===== src/design/bblru_ram.sv =====
// Generic simple dual-port RAM: one write port, one read port, registered read.
// No dependencies.
`timescale 1ns / 1ps

module bblru_ram #(
    parameter int WIDTH = 8,
    parameter int DEPTH = 4,
    localparam int AW = (DEPTH > 1) ? $clog2(DEPTH) : 1
) (
    input  logic             clk,
    input  logic             wr_en,
    input  logic [AW-1:0]    wr_addr,
    input  logic [WIDTH-1:0] wr_data,
    input  logic             rd_en,
    input  logic [AW-1:0]    rd_addr,
    output logic [WIDTH-1:0] rd_data
);

    logic [WIDTH-1:0] mem [DEPTH];

    always_ff @(posedge clk)
    begin
        if (wr_en)
        begin
            mem[wr_addr] <= wr_data;
        end
        // hold read data between reads
        if (rd_en)
        begin
            rd_data <= mem[rd_addr];
        end
    end

endmodule


===== config.mk =====
export PLATFORM = sky130hd
export DESIGN_NAME = bblru_ram
export DESIGN_NICKNAME = d
export VERILOG_FILES = /design/src/design/bblru_ram.sv
export SDC_FILE = /design/constraint.sdc
export NUM_CORES = 1
export LEC_CHECK = 0
export ABC_AREA = 1
export BUFFER_PORTS_ARGS = -buffer_cell sky130_fd_sc_hd__buf_4
export CAP_MARGIN = 20
export CORE_MARGIN = 5
export CORE_UTILIZATION = 50
export CTS_CLUSTER_SIZE = 24
export DETAILED_ROUTE_END_ITERATION = 7
export PLACE_DENSITY = 0.73
export SLEW_MARGIN = 20
export SYNTH_ARGS = -nofsm -noshare
export SYNTH_HDL_FRONTEND = slang
export SYNTH_SLANG_ARGS = --single-unit

===== constraint.sdc =====
create_clock -name clk -period 3.91 [get_ports clk]
set_clock_uncertainty 0.05 [all_clocks]
set_input_delay 0.5865 -clock clk [delete_from_list [all_inputs] [get_ports clk]]
set_output_delay 0.5865 -clock clk [all_outputs]
set_load 0.01 [all_outputs]

==> results.toml <==
[die]
start_util_pct = 52.9
die_h_um = 67.1
ioPinCount = 23
core_area_um2 = 3080
die_area_um2 = 4500
fp.dieW_um = 67.1
std_cell_rows = 20

[cts]
clk_latency_ns = 0.35
cts_setup_buffers = 0
cts.htree.levels = 2
clk_pin_slew_worst_paths_ns = 0.11
clockRootBuffer = "clkbuf_4"
cts-buffers-inserted = 5
clockBufferDepth = 2
tritoncts = "built"
cts_hold_buf = 0
numClockSinks = 40
ctsResizeCount = 0

[power]
vdd_drop_max_uv = 259
pwr_density_cell_nw_per_um2 = 409
power_w = 0.000765
p_leak_nw = 0.842

[synth]
syn_nets = 156
synth_seq_cells = 40
synth_area_leaders = "edfxtp_1, nand2_1, inv_1"
netlist_area_um2 = 1630
ys_seq_area_share_pct = 73.8
netlist-cell-type-count = 9
netlist_instances = 141
synth_top_area_share_pct = 73.8
synth_area_per_cell_um2 = 11.5
yosysWarnings = 0
synth.largest_area_cell = "edfxtp_1"

[sta]
finalSetupViolCount = 0
rsz0062_at_grt = "false"
period_share_pct = 42.1
maxSlewHeadroom_pct = 28.8
fin_crit_ns = 1.65
finalMaxSlewViolations = 0
setup-tns-final_ns = 0
hold_violations = 0
timing.fmax_mhz = 608
fin_ws_ns = 2.26
tightest_slew_ns = 1.06

[grt]
track_usage_pct = 14.5
grt_pass1_wl_mm = 4.49
grt_max_degree = 18
gr-total-overflow = 0
antenna_found_initial = 0
grt_pass1_vias = 908

[place]
place_hpwl_mm = 2.13
io_buffers = 22
gp_congestion = 0.814
pre_cts_ws_ns = 1.87

[critical_path]
worstPathRequired_ns = 3.84
worstPathArrival_ns = 1.57
r2r_setup_slack_ns = 2.97
critPathKind = "in2reg"
cp-end-kind = "flip-flop"
start_kind = "input pin"
cp_max_fo = 8

[detailed_routing]
drt_iter0_drc = 39
dr.pass1.iters = 4
wl_per_cell_um = 13.2
wl_mm = 2.78
drc_errors = 0
vias = 968
ant_nets = 0
viasPerCell = 4.61

[layout]
insertedDiodeCount = 0
n_fill_cell = 240
area_growth_pct = 14.8
layout_common_cells = "nand2_1, edfxtp_1, inv_1"
drive_gt1_share_pct = 18.7
nets = 181

[run]
cap_viol_max_count = 0

[outcome]
status = "finished, final reports clean"

[min_path]
hold_class = "in2reg"
## critical path: stages
cell    delay [ns]
buf_4         0.10
inv_1         0.05
nor3_1        0.84
## report_power, final
part           switching (W)  internal, W  leakage (nW)
Combinational      0.0000399    0.0000274         0.443
Clock               0.000129    0.0000655        0.0271
Sequential        0.00000583     0.000498         0.373
Total               0.000174     0.000591         0.842
## per-stage QoR
step,instances,hold slack [ns],area [um^2],utilization [%]
2_1_floorplan,141,0.524,1630,-
3_3_place_gp,203,0.569,1810,58.9
3_5_place_dp,203,0.562,1810,58.9
4_1_cts,210,0.378,1860,60.5
5_1_grt,210,0.360,1870,60.7
6_report,210,0.389,1870,60.7
## sequential cells by signal, indices dropped and copies added (netlist names)
signal   count
rd_data      8
mem         32
## cell families after synthesis
logic type / share of synthesized area (%)
buf+inv: 10.8
flops: 73.8
simple gates: 15.4
## metal layers
metal  part of all wire [%]  wire length [um]  vias up  track usage [%]
li1                       -                 -      493                -
met1                     44              1230      437             19.6
met2                     47              1310       29             20.6
met3                    6.7               187        9             5.73
met4                    1.8                51        0             6.08
met5                      0                 0        -                0
## cells in the mapped netlist
master and n:
inv_1 36, nand2_1 40, inv_4 1, nand3_1 16
edfxtp_1 40, buf_2 1, nor3_1 4, buf_6 2
buf_4 1
## final timing paths
| path | from | end | depth (start not counted) |
|---|---|---|---|
| setup reg to reg | mem[3][6]$_DFFE_PP_ | rd_data[6]$_DFFE_PP_ | 4 |
| hold reg to reg | mem[0][6]$_DFFE_PP_ | rd_data[6]$_DFFE_PP_ | 4 |
| hold / removal | wr_data[1] | mem[0][1]$_DFFE_PP_ | 1 |
| setup / recovery | wr_addr[1] | mem[2][3]$_DFFE_PP_ | 3 |
## final cells by class
cell class / count / area, um^2 / area share (%)
clock buffers: 5 / 37.5 / 2.01
multi-input cells: 60 / 255 / 13.7
repair buffers: 22 / 165 / 8.84
flip-flops and latches: 40 / 1200 / 64.3
inverters: 37 / 141 / 7.57
clock inverters: 2 / 12.5 / 0.670
well taps: 44 / 55.1 / 2.95
(Power assumes the default switching activity.)
